<file path="src/rtl/core/cfr_pkg.sv">
// Shared constants and types for the command frame receiver.
`default_nettype none

package cfr_pkg;

	// Sizes at or above this limit are rejected.
	localparam int SIZE_LIMIT = 16;
	localparam int IDX_W = $clog2(SIZE_LIMIT);
	localparam logic [8:0] SIZE_LIMIT_9 = 9'(SIZE_LIMIT);

	localparam logic [7:0] QUICK_RESET = 8'd46;

	// Configuration register indexes.
	localparam logic REG_QUICK = 1'b0;
	localparam logic REG_NAK   = 1'b1;

	// Action codes.
	localparam logic ACT_BYTE    = 1'b0;
	localparam logic ACT_CONSUME = 1'b1;

	localparam int RES_W = 23;
	localparam int TDATA_W = 24;

	// Result of one request; store_valid lands in bit 0.
	typedef struct packed {
		logic [7:0] command_code;
		logic       frame_ready;
		logic       nak_valid;
		logic [7:0] store_byte;
		logic [3:0] store_index;
		logic       store_valid;
	} res_t;

endpackage

`default_nettype wire

</file>
<file path="src/rtl/core/cfr_fsm.sv">
// Frame parsing state and per-request result logic.
`default_nettype none

module cfr_fsm
	import cfr_pkg::*;
(
	input  wire logic       clk,
	input  wire logic       arst_n,
	input  wire logic       take,
	input  wire logic       action,
	input  wire logic [7:0] rx_byte,
	input  wire logic [7:0] quick_code,
	output res_t            res
);

	localparam logic [1:0] PH_CMD  = 2'd0;
	localparam logic [1:0] PH_SIZE = 2'd1;
	localparam logic [1:0] PH_DATA = 2'd2;

	logic [1:0]       phase_q, phase_d;
	logic             pending_q, pending_d;
	logic [IDX_W-1:0] rem_q, rem_d;
	logic [7:0]       cmd_q, cmd_d;

	always_comb begin
		phase_d = phase_q;
		pending_d = pending_q;
		rem_d = rem_q;
		cmd_d = cmd_q;
		res = '0;
		if (action == ACT_CONSUME) begin
			// drop any partial or pending frame
			pending_d = 1'b0;
			phase_d = PH_CMD;
		end else if (pending_q) begin
			phase_d = PH_CMD;
			res.nak_valid = 1'b1;
		end else begin
			case (phase_q)
				PH_SIZE: begin
					if ({1'b0, rx_byte} < SIZE_LIMIT_9) begin
						if (rx_byte == 8'd0) begin
							pending_d = 1'b1;
						end else begin
							rem_d = IDX_W'(rx_byte - 8'd1);
							phase_d = PH_DATA;
						end
					end else begin
						phase_d = PH_CMD;
						res.nak_valid = 1'b1;
					end
				end
				PH_DATA: begin
					res.store_valid = 1'b1;
					res.store_index = 4'(rem_q);
					res.store_byte = rx_byte;
					if (rem_q == '0) begin
						pending_d = 1'b1;
					end else begin
						rem_d = rem_q - 1'b1;
					end
				end
				default: begin
					// command wait; the unused code behaves the same
					cmd_d = rx_byte;
					phase_d = PH_SIZE;
					if (rx_byte == quick_code) begin
						pending_d = 1'b1;
					end
				end
			endcase
		end
		res.frame_ready = pending_d;
		res.command_code = cmd_d;
	end

	always_ff @(posedge clk or negedge arst_n) begin
		if (!arst_n) begin
			phase_q <= PH_CMD;
			pending_q <= 1'b0;
			rem_q <= '0;
			cmd_q <= 8'd0;
		end else if (take) begin
			phase_q <= phase_d;
			pending_q <= pending_d;
			rem_q <= rem_d;
			cmd_q <= cmd_d;
		end
	end

	a_store_nak_excl: assert property (@(posedge clk) disable iff (!arst_n)
		!(res.store_valid && res.nak_valid))
		else $error("store and NAK in the same result");

	a_consume_clears: assert property (@(posedge clk) disable iff (!arst_n)
		take && action == ACT_CONSUME |=> !pending_q && phase_q == PH_CMD)
		else $error("consume did not clear the pending frame");

	a_pending_on_take: assert property (@(posedge clk) disable iff (!arst_n)
		$rose(pending_q) |-> $past(take) && $past(action) == ACT_BYTE)
		else $error("frame completed without a received byte");

	a_store_in_data: assert property (@(posedge clk) disable iff (!arst_n)
		res.store_valid |-> phase_q == PH_DATA && !pending_q)
		else $error("payload store outside the payload phase");

endmodule

`default_nettype wire

</file>
<file path="src/rtl/core/cfr_out_stage.sv">
// Output register holding one result until the sink takes it.
`default_nettype none

module cfr_out_stage
	import cfr_pkg::*;
(
	input  wire logic       clk,
	input  wire logic       arst_n,
	input  wire logic       in_valid,
	output logic            in_ready,
	input  res_t            in_res,
	output logic            out_valid,
	input  wire logic       out_ready,
	output res_t            out_res
);

	logic valid_q;
	res_t res_q;

	// advance whenever the register is empty or being drained
	assign in_ready = !valid_q || out_ready;
	assign out_valid = valid_q;
	assign out_res = res_q;

	always_ff @(posedge clk or negedge arst_n) begin
		if (!arst_n) begin
			valid_q <= 1'b0;
		end else if (in_ready) begin
			valid_q <= in_valid;
		end
	end

	always_ff @(posedge clk) begin
		if (in_valid && in_ready) begin
			res_q <= in_res;
		end
	end

endmodule

`default_nettype wire

</file>
<file path="src/rtl/core/command_frame_receiver.sv">
// Command frame receiver top level: stream ports, configuration and result register.
//
// Usage: received serial bytes enter on the s_axis channel (tdata = the byte,
// tuser = action: 0 received byte, 1 host consumed the pending frame). Each
// request yields exactly one result on m_axis: a payload store (index and
// byte), a NAK flag, the frame-ready flag and the current command byte.
// Frames are command, size, then size payload bytes stored from the highest
// index down to 0; the quick command code or a size of 0 ends a frame at once.
// Each result is held in the single result register after the parsing logic;
// one request is accepted every cycle while the sink takes the results.
// When the sink stalls, the result register holds and s_axis_tready drops
// until the result is taken; no result is lost or repeated.
// Reset clears the frame state, empties the result register and loads the
// quick command code with 46. Register 0 is the quick command code; register
// 1 (NAK byte) is accepted for the transmit path and not held here. Write
// configuration only while the block is idle.
`default_nettype none

module command_frame_receiver
	import cfr_pkg::*;
(
	input  wire logic         clk,
	input  wire logic         arst_n,
	input  wire logic         cfg_we,
	input  wire logic         cfg_index,
	input  wire logic [7:0]   cfg_data,
	input  wire logic         s_axis_tvalid,
	output logic              s_axis_tready,
	input  wire logic [7:0]   s_axis_tdata,  // [7:0] rx_byte
	input  wire logic         s_axis_tuser,  // [0] action
	output logic              m_axis_tvalid,
	input  wire logic         m_axis_tready,
	// [0] store_valid, [4:1] store_index, [12:5] store_byte, [13] nak_valid,
	// [14] frame_ready, [22:15] command_code, [23] zero
	output logic [TDATA_W-1:0] m_axis_tdata
);

	logic [7:0] quick_q;
	logic       take;
	res_t       res;
	res_t       out_res;

	always_ff @(posedge clk or negedge arst_n) begin
		if (!arst_n) begin
			quick_q <= QUICK_RESET;
		end else if (cfg_we) begin
			case (cfg_index)
				REG_QUICK: quick_q <= cfg_data;
				default: quick_q <= quick_q;
			endcase
		end
	end

	assign take = s_axis_tvalid && s_axis_tready;

	cfr_fsm u_fsm (
		.clk        (clk),
		.arst_n     (arst_n),
		.take       (take),
		.action     (s_axis_tuser),
		.rx_byte    (s_axis_tdata),
		.quick_code (quick_q),
		.res        (res)
	);

	cfr_out_stage u_out (
		.clk       (clk),
		.arst_n    (arst_n),
		.in_valid  (s_axis_tvalid),
		.in_ready  (s_axis_tready),
		.in_res    (res),
		.out_valid (m_axis_tvalid),
		.out_ready (m_axis_tready),
		.out_res   (out_res)
	);

	assign m_axis_tdata = {{(TDATA_W - RES_W){1'b0}}, out_res};

endmodule

`default_nettype wire
</file>
<file path="config.mk">
export PLATFORM = sky130hd
export DESIGN_NAME = command_frame_receiver
export DESIGN_NICKNAME = d
export VERILOG_FILES = /design/src/rtl/core/cfr_pkg.sv /design/src/rtl/core/cfr_fsm.sv /design/src/rtl/core/cfr_out_stage.sv /design/src/rtl/core/command_frame_receiver.sv
export SDC_FILE = /design/constraint.sdc
export NUM_CORES = 1
export LEC_CHECK = 0
export ABC_AREA = 1
export BUFFER_PORTS_ARGS = -buffer_cell sky130_fd_sc_hd__buf_4
export CELL_PAD_IN_SITES_DETAIL_PLACEMENT = 0
export CELL_PAD_IN_SITES_GLOBAL_PLACEMENT = 1
export CORE_MARGIN = 4
export CORE_UTILIZATION = 40
export DETAILED_ROUTE_END_ITERATION = 8
export PLACE_DENSITY_LB_ADDON = 0.1
export SLEW_MARGIN = 25
export SYNTH_ARGS = -nofsm -noshare
export SYNTH_HDL_FRONTEND = slang
export SYNTH_SLANG_ARGS = --single-unit
export TNS_END_PERCENT = 20
</file>
<file path="constraint.sdc">
create_clock -name clk -period 2.37 [get_ports clk]
set_input_delay 0.5925 -clock clk [delete_from_list [all_inputs] [get_ports clk]]
set_output_delay 0.5925 -clock clk [all_outputs]
set_load 0.005 [all_outputs]
</file>
# Word level (Yosys, flattened, before mapping)
# Cells that the tools add are included.
dict set report word_totals {
  register_bits 47
  output_inout_bits 26
  wordCells 62
}
dict set report classes {
  addsub 2
  n_lt_le_gt_ge 1
  eq_ne 8
  muxes 23
  bitwise 4
  n_reduce_logical 12
}
# cell n
set ops {}
lappend ops {{two-way mux 8 bit} 3}
lappend ops {{two-way mux 4 bit} 3}
lappend ops {{two-way mux 1 bit} 10}
lappend ops {{== test 8 bit} 1}
lappend ops {{logical NOT 8 bit} 1}
lappend ops {{< comparator 8 x 5 -> 1 bit (second input constant)} 1}
lappend ops {{two-way mux 2 bit} 4}
lappend ops {{one-hot mux 4 bit (2 select lines)} 1}
lappend ops {{subtractor 4 x 1 -> 4 bit (second input constant)} 2}
lappend ops {{AND reduction 7 bit} 1}
lappend ops {{!= test 5 x 4 -> 1 bit (second input constant)} 1}
lappend ops {{logical NOT 4 bit} 1}
lappend ops {{!= test 2 bit (second input constant)} 2}
lappend ops {{NOT 1 bit} 4}
lappend ops {{one-hot mux 2 bit (2 select lines)} 1}
lappend ops {{OR reduction 2 bit} 2}
lappend ops {{!= test 3 x 2 -> 1 bit (second input constant)} 1}
lappend ops {{AND reduction 3 bit} 1}
lappend ops {{OR reduction 3 bit} 1}
lappend ops {{== test 2 x 1 -> 1 bit (second input constant)} 1}
lappend ops {{== test 2 bit (second input constant)} 1}
lappend ops {{!= test 2 x 1 -> 1 bit (second input constant)} 1}
lappend ops {{one-hot mux 1 bit (2 select lines)} 1}
lappend ops {{AND reduction 2 bit} 1}
lappend ops {{4 further kinds} 4}

# Logic depth before layout (Yosys ltp)
# Gate-level depths: netlist of the first run.
dict set report logic_depth {
  word_depth 6
  ltp_mapped 10
  ltp_nobuf 10
}

# Hierarchy
# A second synthesis of the first run with hierarchy kept.
dict set report unflattened {
  cells_unflattened 246
  area_unflattened_um2 2268.4
}
# module n_inst cells_per_inst area_per_inst_um2 seq_area_each_um2
set by_module_without_submodules {}
lappend by_module_without_submodules {cfr_fsm 1 178 1182.4 375.4}
lappend by_module_without_submodules {cfr_out_stage 1 29 735.7 715.7}
lappend by_module_without_submodules {command_frame_receiver 1 39 350.3 205.2}

# Worst setup path before layout of the first run
# No wires, ideal clock.
dict set report synth_path {
  kind {input-to-reg}
  startpoint {in m_axis_tready}
  endpoint {reg u_out.res_q, in the netlist u_out.out_res[0], enable pin}
  arrival_time_ns 1.226
  required_ns 2.000
  path_slack_ns 0.774
  stages 3
  n_path_buf 1
  path_cell_list {inv_1 a21oi_2 buf_2}
}
dict set report synth_via {
  elab_chain_cells 2
}
# element line
set synth_lines {}
lappend synth_lines {{start: declaration} command_frame_receiver.sv:32} ;# input wire logic m_axis_tready,
lappend synth_lines {{logical OR 1 bit} cfr_out_stage.sv:21} ;# assign in_ready = !valid_q || out_ready;
lappend synth_lines {{logical AND 1 bit} --}
lappend synth_lines {{named net take} command_frame_receiver.sv:39} ;# logic take;
lappend synth_lines {{end signal: assignment} cfr_out_stage.sv:35} ;# res_q <= in_res;
lappend synth_lines {{end: declaration} cfr_out_stage.sv:18} ;# res_t res_q;
# The timed path passes the listed nets, and every way through them passes these cells.
# A chain may end at the register's enable or synchronous reset.

# Worst setup path in the final report of the first run
dict set report layout_path {
  startpoint {reg u_fsm.phase_q[0]}
  endpoint {reg u_fsm.rem_q[2]}
}
dict set report layout_via {
  elab_chain_cells 3
  elab_cells_between_ends 8
  classes_between {eq/ne: 5; mux: 1; reduce/logical: 2}
}
# element line
set layout_lines {}
lappend layout_lines {{start: declaration} cfr_fsm.sv:20} ;# logic [1:0] phase_q, phase_d;
lappend layout_lines {{start signal: assignment} cfr_fsm.sv:84} ;# phase_q <= phase_d;
lappend layout_lines {{== test 2 bit / == test 2 x 1 -> 1 bit (equally long branches)} cfr_fsm.sv:39} ;# case (phase_q)
lappend layout_lines {{!= test 2 bit (no source line) (tied with other cells)} --}
lappend layout_lines {{AND reduction 7 bit (no source line)} --}
lappend layout_lines {{end signal: assignment} cfr_fsm.sv:86} ;# rem_q <= rem_d;
lappend layout_lines {{end: declaration} cfr_fsm.sv:22} ;# logic [IDX_W-1:0] rem_q, rem_d;
# Several ways; a longest one is shown, not always the timed one.

==> results.json, run 1 <==
{
  "synth_common_cells": "nand2_1 (71), inv_1 (32), nor2_1 (28)",
  "max_cap_violations": 0,
  "placeableCoreArea_um2": 5205,
  "area.growth.synth_to_final_pct": 23.82,
  "run_status": "complete, no violations",
  "crit_required_ps": 2550,
  "rsz0062_at_grt": "no",
  "num-fill-cells": 511,
  "final.min_clock_period_ps": 1708,
  "std_cell_rows": 26,
  "drc_errors": 0,
  "crit_arrival_ps": 1890,
  "layout-drive-gt1-share_pct": 26.30,
  "number_of_buffers_created_by_cts": 5,
  "die-area_um2": 6753,
  "antenna_cells_inserted": 0,
  "skew_ps": 5.627,
  "synth_area_um2": 2201,
  "grt_use_met2_pct": 22.29,
  "grt.total_usage_pct": 14.34,
  "dieHeight_um": 82.18,
  "regArea_um2": 1296,
  "min_period_over_period_pct": 72.06,
  "post_cts_setup_buffers": 0,
  "multi_input_comb_area_um2": 747.0,
  "post_route_total_power_mw": 1.982,
  "clockRootBuffer": "clkbuf_8",
  "synth_enable_flop_cells": 23,
  "grt_max_degree": 30,
  "synth_warnings": 0,
  "antenna_found_initial": 0,
  "most_instantiated_library_cell_after_synthesis": "nand2_1",
  "placement.io_buffers": 47,
  "ys_types": 28,
  "gp_routability_congestion": 0.7932,
  "ir_worst_vdd_mv": 0.3195,
  "vias_in_the_first_global_route": 1554,
  "cts.sinks": 47,
  "maxSlewViolCount": 0,
  "finish.instance_area_um2": 2725,
  "antenna_violating_nets_post_route": 0,
  "routedWlPerCell_um": 12.19,
  "leakage_nw": 1.318,
  "powerDensity_nw_per_um2": 727.3,
  "grt_busiest_layer": "met2",
  "finalWirelength_um": 4376,
  "yosys_register_bits": 47,
  "critPathCaptureType": "flop",
  "min-delay-path-class": "input port to asynchronous set/reset pin",
  "yosys.area.top_type_share_pct": 31.38,
  "global_route.usage.met1_pct": 20.04,
  "timing.setup.critical_path_class": "flop to flop",
  "synth_nets": 265,
  "io_pins": 49,
  "clock_latency_ps": 290,
  "cts_tree": "built",
  "synthDominantAreaCellType": "edfxtp_1",
  "drt-vias-per-instance": 4.554,
  "fin_nets": 314,
  "globalRouteMet3Util_pct": 3.145,
  "worstPathMaxFanout": 11,
  "post_cts_hold_buffer_count": 0,
  "drt-pass1-iter-count": 4,
  "synth_top_cells_by_area": "edfxtp_1 (31%), dfrtp_1 (23%), nand2_1 (12%)",
  "placedInstanceArea_um2": 2619,
  "die-width_um": 82.18,
  "grt_pass1_wl_um": 7217,
  "finalSetupViolations": 0,
  "max-clock-path-buffers": 2,
  "detailroute.via_count": 1635,
  "detail_route.iter0.violations": 124,
  "gate_count_of_the_mapped_netlist": 239,
  "cts.reportedPaths.clkPinSlew_ps": 80,
  "avgSynthCellArea_um2": 9.209,
  "globalRouteOverflowTotal": 0,
  "dp_hpwl_um": 3263,
  "max_clock_freq_mhz": 585.5,
  "synth_ff_type": "edfxtp_1",
  "hold_viol": 0,
  "post_cts_resized": 0,
  "start_util_pct": 42.28,
  "htreeDepth": 2,
  "final.setup.tns_ps": 0,
  "postSynth.asyncResetShare_pct": 51.06,
  "synth-seq-area-share_pct": 58.90,
  "cp-start-kind": "flop"
}
[layer usage]
layer,wire (um),share of wire [%],vias up
met5,0,0,-
met4,56,1.3,0
met3,298,6.8,6
met2,1958,45,52
met1,2062,47,729
li1,-,-,848
[cell type report]
| type | instances | area share [%] |
|---|---|---|
| clock buffers | 7 | 2.801 |
| repair buffers | 48 | 13.22 |
| inverters | 34 | 4.683 |
| well taps | 70 | 3.214 |
| multi-input cells | 152 | 27.41 |
| clock inverters | 1 | 1.102 |
| flip-flops and latches | 47 | 47.57 |
[logic make-up (layout without fill, tap and decap cells)]
| kind of cell | count (synthesis) | after routing | synth area share, % |
|---|---|---|---|
| multiplexers | 1 | 1 | 0.5116 |
| flip-flops | 47 | 47 | 58.90 |
| AO/OA/AOI/OAI | 34 | 34 | 9.835 |
| XOR/XNOR | 2 | 2 | 0.7961 |
| AND/OR/NAND/NOR | 111 | 111 | 20.58 |
| other | 1 | 1 | 0.1704 |
| buffers and inverters | 40 | 90 | 7.504 |
| adder cells (fa/ha/maj) | 3 | 3 | 1.706 |
[cells in the final DEF (no fill, tap or decap)]
cell	count
o21ai_2	10
nand4_1	1
nand2_4	1
a21oi_1	9
dfrtp_1	20
nand2_1	71
inv_1	32
xor2_1	2
edfxtp_1	23
nor2_4	2
nor3_1	2
dfstp_2	4
nand2_2	1
o2111ai_1	1
bufinv_16	1
a21oi_4	1
clkbuf_1	2
a31oi_1	1
o21ai_0	9
o21ai_1	3
inv_2	2
mux2_2	1
nor2_1	28
buf_4	48
conb_1	1
nand3_1	5
clkbuf_8	5
ha_1	3
[final timing paths]
check	end	cells after the start	startpoint	slack, ps
max reg2reg	u_fsm.rem_q[2]	9	u_fsm.phase_q[0]	660
min in group clk	quick_q[1]	2	quick_q[1]	490
max in group asynchronous	quick_q[2]	1	arst_n	1890
min	u_out.out_valid	1	arst_n	190
min reg2reg	quick_q[1]	2	quick_q[1]	490
max	u_fsm.rem_q[2]	9	u_fsm.phase_q[0]	660
[where the power goes]
group | internal [mW] | leakage [nW] | switching [mW]
clock | 0.316 | 0.0524 | 0.250
sequential | 0.990 | 0.515 | 0.0539
combinational | 0.154 | 0.751 | 0.219
[flip-flops by register name, indices dropped and copies added, names as in the netlist]
signal and count:
u_out.out_res 23, quick_q 8, u_fsm.cmd_q 8, u_fsm.rem_q 4, u_fsm.phase_q 2, u_fsm.pending_q 1
u_out.out_valid 1
[critical path: stages, from the launching register on]
cell     delay, ps
dfrtp_1        400
inv_1           60
ha_1           370
nand2_1         90
o21ai_1        120
inv_1           70
ha_1           190
xor2_1         160
nand2_1         70
o21ai_0         70
[through the flow]
| step | hold slack, ps | util, % | cells | setup slack, ps |
|---|---|---|---|---|
| floorplan | 296.9 | - | 239 | 773.6 |
| global placement | 462.5 | 50.31 | 351 | 666.2 |
| detailed placement | 465.8 | 50.31 | 351 | 646.1 |
| CTS | 194.1 | 52.36 | 359 | 650.7 |
| global route | 198.8 | 52.36 | 359 | 485.5 |
| finish | 185.7 | 52.36 | 359 | 662.1 |
Note: power is estimated with default switching activity, not from simulation.
==> run 2: changes to the inputs <==
--- a/config.mk
+++ b/config.mk
@@ -10,7 +10,7 @@
 export CELL_PAD_IN_SITES_DETAIL_PLACEMENT = 0
 export CELL_PAD_IN_SITES_GLOBAL_PLACEMENT = 1
 export CORE_MARGIN = 4
-export CORE_UTILIZATION = 40
+export CORE_UTILIZATION = 36
 export DETAILED_ROUTE_END_ITERATION = 8
 export PLACE_DENSITY_LB_ADDON = 0.1
 export SLEW_MARGIN = 25
==> constraint.sdc (replaced) <==
create_clock -name clk -period 1.4 [get_ports clk]
set_input_delay 0.35 -clock clk [delete_from_list [all_inputs] [get_ports clk]]
set_output_delay 0.35 -clock clk [all_outputs]
set_load 0.005 [all_outputs]
==> results.json, run 2 (synthesis gave the netlist of run 1 again) <==
{
  "run_status": "complete, but fails checks",
  "failed_checks": "negative setup slack",
  "leakage_nw": 1.447,
  "globalRouteOverflowTotal": 0,
  "die-area_um2": 7429,
  "met3WireLength_um": 249,
  "grt.total_usage_pct": 14.16,
  "min_period_over_period_pct": 100.4,
  "worstPathMaxFanout": 11,
  "crit_required_ps": 1590,
  "layout_common_cells": "buf_4 (69), nand2_1 (67), inv_1 (29), nor2_1 (28), edfxtp_1 (23)",
  "detail_route.iter0.violations": 76,
  "dieHeight_um": 86.19,
  "htreeDepth": 2,
  "skew_ps": 6.287,
  "die-width_um": 86.19,
  "vias_in_the_first_global_route": 1735,
  "drc_errors": 0,
  "layout_commonest_cell": "buf_4",
  "critPathMaxStageDelay_ps": 400,
  "m1WireLength_um": 2353,
  "final_core_utilization_pct": 50.89,
  "top_signal_layer_used": "met4",
  "layout-drive-gt1-share_pct": 37.18,
  "largest_reg_flops": 23,
  "placeableCoreArea_um2": 5921,
  "rsz0062_at_grt": "yes",
  "grt_pass1_wl_um": 8086,
  "gp_routability_congestion": 0.7859,
  "min-delay-path-class": "input port to flop",
  "cts.sinks": 47,
  "hold_viol": 0,
  "drt-vias-per-instance": 4.478,
  "io_pins": 49,
  "ir_worst_vdd_mv": 0.5203,
  "std_cell_rows": 28,
  "final.min_clock_period_ps": 1405,
  "max_clock_freq_mhz": 711.7,
  "placedInstanceArea_um2": 2820,
  "dp_hpwl_um": 3686,
  "post-route-worst-setup-slack_ps": -4.993,
  "critical_path.cell_chain": "inv_2 > ha_4 > nand2_2 > o21ai_2 > inv_2 > ha_4 > xor2_1 > nand2_1 > o21ai_1",
  "start_util_pct": 37.17,
  "timing.setup.critical_path_class": "flop to flop",
  "regArea_um2": 1296,
  "max-clock-path-buffers": 2,
  "detailroute.via_count": 1733,
  "num-fill-cells": 591,
  "antenna_cells_inserted": 0,
  "cts_tree": "built",
  "clock_latency_ps": 300,
  "antenna_violating_nets_post_route": 0,
  "finalSetupViolations": 2,
  "cp_slowest_cell": "dfrtp_1",
  "critPathCaptureType": "flop",
  "placement.io_buffers": 47,
  "finish.instance_area_um2": 3013,
  "multi_input_comb_area_um2": 840.8,
  "maxSlewViolCount": 0,
  "cts.reportedPaths.clkPinSlew_ps": 90,
  "fin_nets": 337,
  "met2RoutedLength_um": 2234,
  "number_of_buffers_created_by_cts": 5,
  "routedWlPerCell_um": 12.68,
  "area.growth.synth_to_final_pct": 36.90,
  "max_cap_violations": 0,
  "clockRootBuffer": "clkbuf_8",
  "finalWirelength_um": 4909,
  "holdWs_ps": 278.5,
  "drt-pass1-iter-count": 4,
  "cp-start-kind": "flop",
  "crit_arrival_ps": 1600,
  "powerDensity_nw_per_um2": 1166,
  "grt_max_degree": 25,
  "antenna_found_initial": 0
}
run 2: final cells by class:
cell class | instances | area share, %
Sequential cell | 47 | 43.02
Timing Repair Buffer | 71 | 18.19
Tap cell | 75 | 3.115
Multi-Input combinational cell | 152 | 27.91
Inverter | 34 | 4.236
Clock buffer | 7 | 2.533
Clock inverter | 1 | 0.9967
run 2: metal layers:
| metal | up-vias | GRT usage [%] |
|---|---|---|
| met5 | - | 0 |
| met4 | 0 | 5.099 |
| met3 | 6 | 2.376 |
| met2 | 44 | 23.76 |
| met1 | 790 | 18.51 |
| li1 | 893 | - |
run 2: per-stage QoR:
step | std cells | setup WS, ps | total power [mW] | setup TNS [ps]
final | 387 | -4.993 | 3.513 | -8.754
after global routing | 387 | -125.7 | 3.734 | -949.2
after CTS | 386 | -29.26 | 3.532 | -69.22
after detailed placement | 377 | -114.2 | 2.508 | -697.7
after global placement | 377 | -101.0 | 2.500 | -564.5
after floorplan | 239 | -19.48 | 2.196 | -21.17
run 2: critical path, delay by kind of cell, from the launching register on:
kind                     cells  cell delay (ps)
AND/OR/NAND/NOR              2              120
adder cells (fa/ha/maj)      2              370
buffers and inverters        2              130
flip-flops                   1              400
AO/OA/AOI/OAI                2              120
XOR/XNOR                     1              150
run 2: power breakdown:
group / total [mW] / switching [mW] / internal, mW
Sequential: 1.77 / 0.0949 / 1.68
Combinational: 0.748 / 0.407 / 0.342
Clock: 0.993 / 0.458 / 0.535
Total: 3.51 / 0.960 / 2.55
run 2: repair_timing:
item,4_1_cts,5_1_grt
hold buffers,1,0
buffers inserted,0,1
resized for setup,9,8
pin swaps,1,3
setup endpoints to repair,26,24
endpoints found under the hold margin,20,0
run 2: final timing paths:
| kind | from | end | slack, ps | depth (start not counted) |
|---|---|---|---|---|
| worst min register to register | u_fsm.cmd_q[5] | u_fsm.cmd_q[5] | 490 | 2 |
| min in group asynchronous | arst_n | u_out.out_valid | 480 | 2 |
| max in group asynchronous | arst_n | quick_q[5] | 610 | 2 |
| worst min-delay path | s_axis_tvalid | u_out.out_valid | 280 | 3 |
| worst max-delay path | u_fsm.phase_q[0] | u_fsm.rem_q[2] | -5 | 9 |
| worst max register to register | u_fsm.phase_q[0] | u_fsm.rem_q[2] | -5 | 9 |
==> run 3: changes to the inputs <==
--- a/config.mk
+++ b/config.mk
@@ -5,12 +5,12 @@
 export SDC_FILE = /design/constraint.sdc
 export NUM_CORES = 1
 export LEC_CHECK = 0
-export ABC_AREA = 1
+export ABC_CLOCK_PERIOD_IN_PS = 1400
 export BUFFER_PORTS_ARGS = -buffer_cell sky130_fd_sc_hd__buf_4
 export CELL_PAD_IN_SITES_DETAIL_PLACEMENT = 0
 export CELL_PAD_IN_SITES_GLOBAL_PLACEMENT = 1
 export CORE_MARGIN = 4
-export CORE_UTILIZATION = 36
+export CORE_UTILIZATION = 39
 export DETAILED_ROUTE_END_ITERATION = 8
 export PLACE_DENSITY_LB_ADDON = 0.1
 export SLEW_MARGIN = 25
==> results.json, run 3 <==
{
  "timing.setup.critical_path_class": "flop to flop",
  "placement.io_buffers": 47,
  "number_of_buffers_created_by_cts": 5,
  "synth_enable_flop_cells": 23,
  "drt-vias-per-instance": 4.779,
  "max_clock_freq_mhz": 577.7,
  "rrSetupSlack_ps": -330,
  "grt_max_degree": 25,
  "die-width_um": 82.97,
  "worstHoldPathCells": 2,
  "clock_latency_ps": 290,
  "fin_nets": 265,
  "layout.cells.non_filler": 312,
  "placeableCoreArea_um2": 5473,
  "cts_tree": "built",
  "finalWirelength_um": 4763,
  "grt_pass1_wl_um": 8052,
  "avgSynthCellArea_um2": 14.14,
  "finalSetupViolations": 24,
  "drt-pass1-iter-count": 4,
  "worst_r2r_endpoint": "u_fsm.pending_q",
  "critical_register_to_register_path_startpoint": "u_fsm.phase_q[0]",
  "std_cell_rows": 27,
  "synth-seq-area-share_pct": 59.13,
  "clockRootBuffer": "clkbuf_8",
  "worst_hold_startpoint": "s_axis_tvalid",
  "area.growth.synth_to_final_pct": 40.75,
  "layout_commonest_cell": "buf_4",
  "cts.sinks": 47,
  "start_util_pct": 40.05,
  "synth_top_family_by_area": "multiplexers",
  "min_period_over_period_pct": 123.6,
  "critPathCaptureType": "flop",
  "io_pins": 49,
  "post_route_total_power_mw": 4.302,
  "failed_checks": "negative setup slack",
  "postSynth.asyncResetShare_pct": 51.06,
  "synth_ff_type": "edfxtp_1",
  "dp_hpwl_um": 3457,
  "htreeDepth": 2,
  "largest_reg_flops": 23,
  "yosys.area.top_type_share_pct": 31.51,
  "ys_types": 44,
  "rr_worst_depth": 7,
  "ir_worst_vdd_mv": 0.5014,
  "placedInstanceArea_um2": 2863,
  "rsz0062_at_grt": "yes",
  "gate_count_of_the_mapped_netlist": 155,
  "finish.instance_area_um2": 3085,
  "synth_warnings": 0,
  "layout-drive-gt1-share_pct": 55.83,
  "vias_in_the_first_global_route": 1626,
  "worstPathMaxFanout": 4,
  "post-route-worst-setup-slack_ps": -331.0,
  "max-clock-path-buffers": 2,
  "simple_gate_fraction_of_synth_area_pct": 12.50,
  "die-area_um2": 6884,
  "globalRouteOverflowTotal": 0,
  "run_status": "complete, but fails checks",
  "yosys_register_bits": 47,
  "placed_instance_count": 298,
  "worst_hold_path.endpoint": "u_out.out_valid",
  "cp-start-kind": "flop",
  "synth_nets": 181,
  "synth_area_um2": 2192,
  "skew_ps": 2.137,
  "critPathLaunch": "u_fsm.phase_q[0]",
  "synth_xor_area_share_pct": 3.596,
  "most_instantiated_library_cell_after_synthesis": "edfxtp_1",
  "compound_cell_area_share_of_the_yosys_netlist_pct": 5.879,
  "min-delay-path-class": "input port to flop",
  "synthDominantAreaCellType": "edfxtp_1",
  "detail_route.iter0.violations": 65,
  "maxSlewViolCount": 0,
  "crit_required_ps": 1640,
  "leakage_nw": 1.367,
  "cts.reportedPaths.clkPinSlew_ps": 80,
  "dieHeight_um": 82.97,
  "grt.total_usage_pct": 14.36,
  "antenna_violating_nets_post_route": 0,
  "hold_viol": 0,
  "synth_common_cells": "edfxtp_1 (23), dfrtp_1 (20), mux2_2 (17)",
  "synth_top_cells_by_area": "edfxtp_1 (32%), dfrtp_1 (23%), mux2_2 (8.7%)",
  "synthesized_area_fraction_occupied_by_adder_cells_pct": 1.712,
  "final.min_clock_period_ps": 1731,
  "layout_common_cells": "buf_4 (79), edfxtp_1 (23), dfrtp_1 (20), and3_1 (12)",
  "powerDensity_nw_per_um2": 1394,
  "drc_errors": 0,
  "routedWlPerCell_um": 15.27,
  "max_cap_violations": 0,
  "antenna_cells_inserted": 0,
  "muxShareOfSynthArea_pct": 14.44,
  "gp_routability_congestion": 0.8958,
  "antenna_found_initial": 0,
  "detailroute.via_count": 1491,
  "crit_arrival_ps": 1970
}
run 3: cell count changes in the layout (fill, tap and decap cells not counted), sizes merged, moves of 3 or more:
cell / change
a21oi: -6
inv: -28
nand2: -67
and3: +12
nor4: +3
xor2: +6
mux2: +25
nand2b: +3
o21ai: -19
buf: +13
nand3: -3
nor2: -27
run 3: per-layer routing:
| metal | up-vias | part of all wire (%) | global-route usage, % |
|---|---|---|---|
| met5 | - | 0 | 0 |
| met4 | 0 | 0.29 | 3.120 |
| met3 | 2 | 5.0 | 3.770 |
| met2 | 43 | 50 | 24.13 |
| met1 | 715 | 45 | 18.66 |
| li1 | 731 | - | - |
run 3: cell families after synthesis:
logic type	after synthesis
other	1
and+or+nand+nor	39
AOI/OAI and AO/OA	15
adders and majority gates	3
muxes	28
xor gates and xnor gates	9
buffers and inverters	13
DFF	47
run 3: final cells by class:
| type | instances | area [um^2] |
|---|---|---|
| inverter | 6 | 22.52 |
| sequential | 47 | 1296 |
| tap | 72 | 90.09 |
| timing repair buffer | 84 | 656.9 |
| fill | 478 | 2387 |
| clock inverter | 1 | 5.005 |
| clock buffer | 7 | 76.32 |
| multi-input combinational | 95 | 938.4 |
run 3: report_power, final:
| part | internal (mW) | switching (mW) |
|---|---|---|
| clock | 0.351 | 0.422 |
| sequential | 1.83 | 0.180 |
| combinational | 0.929 | 0.591 |
run 3: how the worst max path moves through the flow:
stage,to,slack [ps],cells after the start
floorplan,u_fsm.rem_q[0],-300,6
global placement,u_fsm.rem_q[0],-320,6
detailed placement,u_fsm.rem_q[2],-360,8
CTS,u_fsm.rem_q[2],-280,7
global route,u_fsm.rem_q[2],-370,8
finish,u_fsm.pending_q,-330,7
run 3: timing repair:
item	in CTS	in global routing
endpoints found under the setup margin	24	34
hold buffers	1	0
buffers inserted	4	1
pin swaps	4	3
gates cloned	0	0
hold endpoints to repair	20	0
resized for setup	20	3
run 3: worst max-delay path: stages, from the launching register on:
cell	delay, ps
dfrtp_1	390
inv_2	70
ha_4	150
nand2b_1	80
or4_4	460
a21o_1	210
a21oi_2	150
mux2_2	160
run 3: per-stage QoR:
stage               util (%)  setup TNS, ps  hold WS (ps)  setup WS [ps]
floorplan                  -          -4244         54.41         -300.7
global route           56.38          -5100         248.6         -374.9
detailed placement     52.31          -5892         282.2         -361.7
global placement       52.31          -5312         275.3         -317.8
finish                 56.38          -3404         251.8         -331.0
CTS                    56.04          -3366         245.1         -277.8
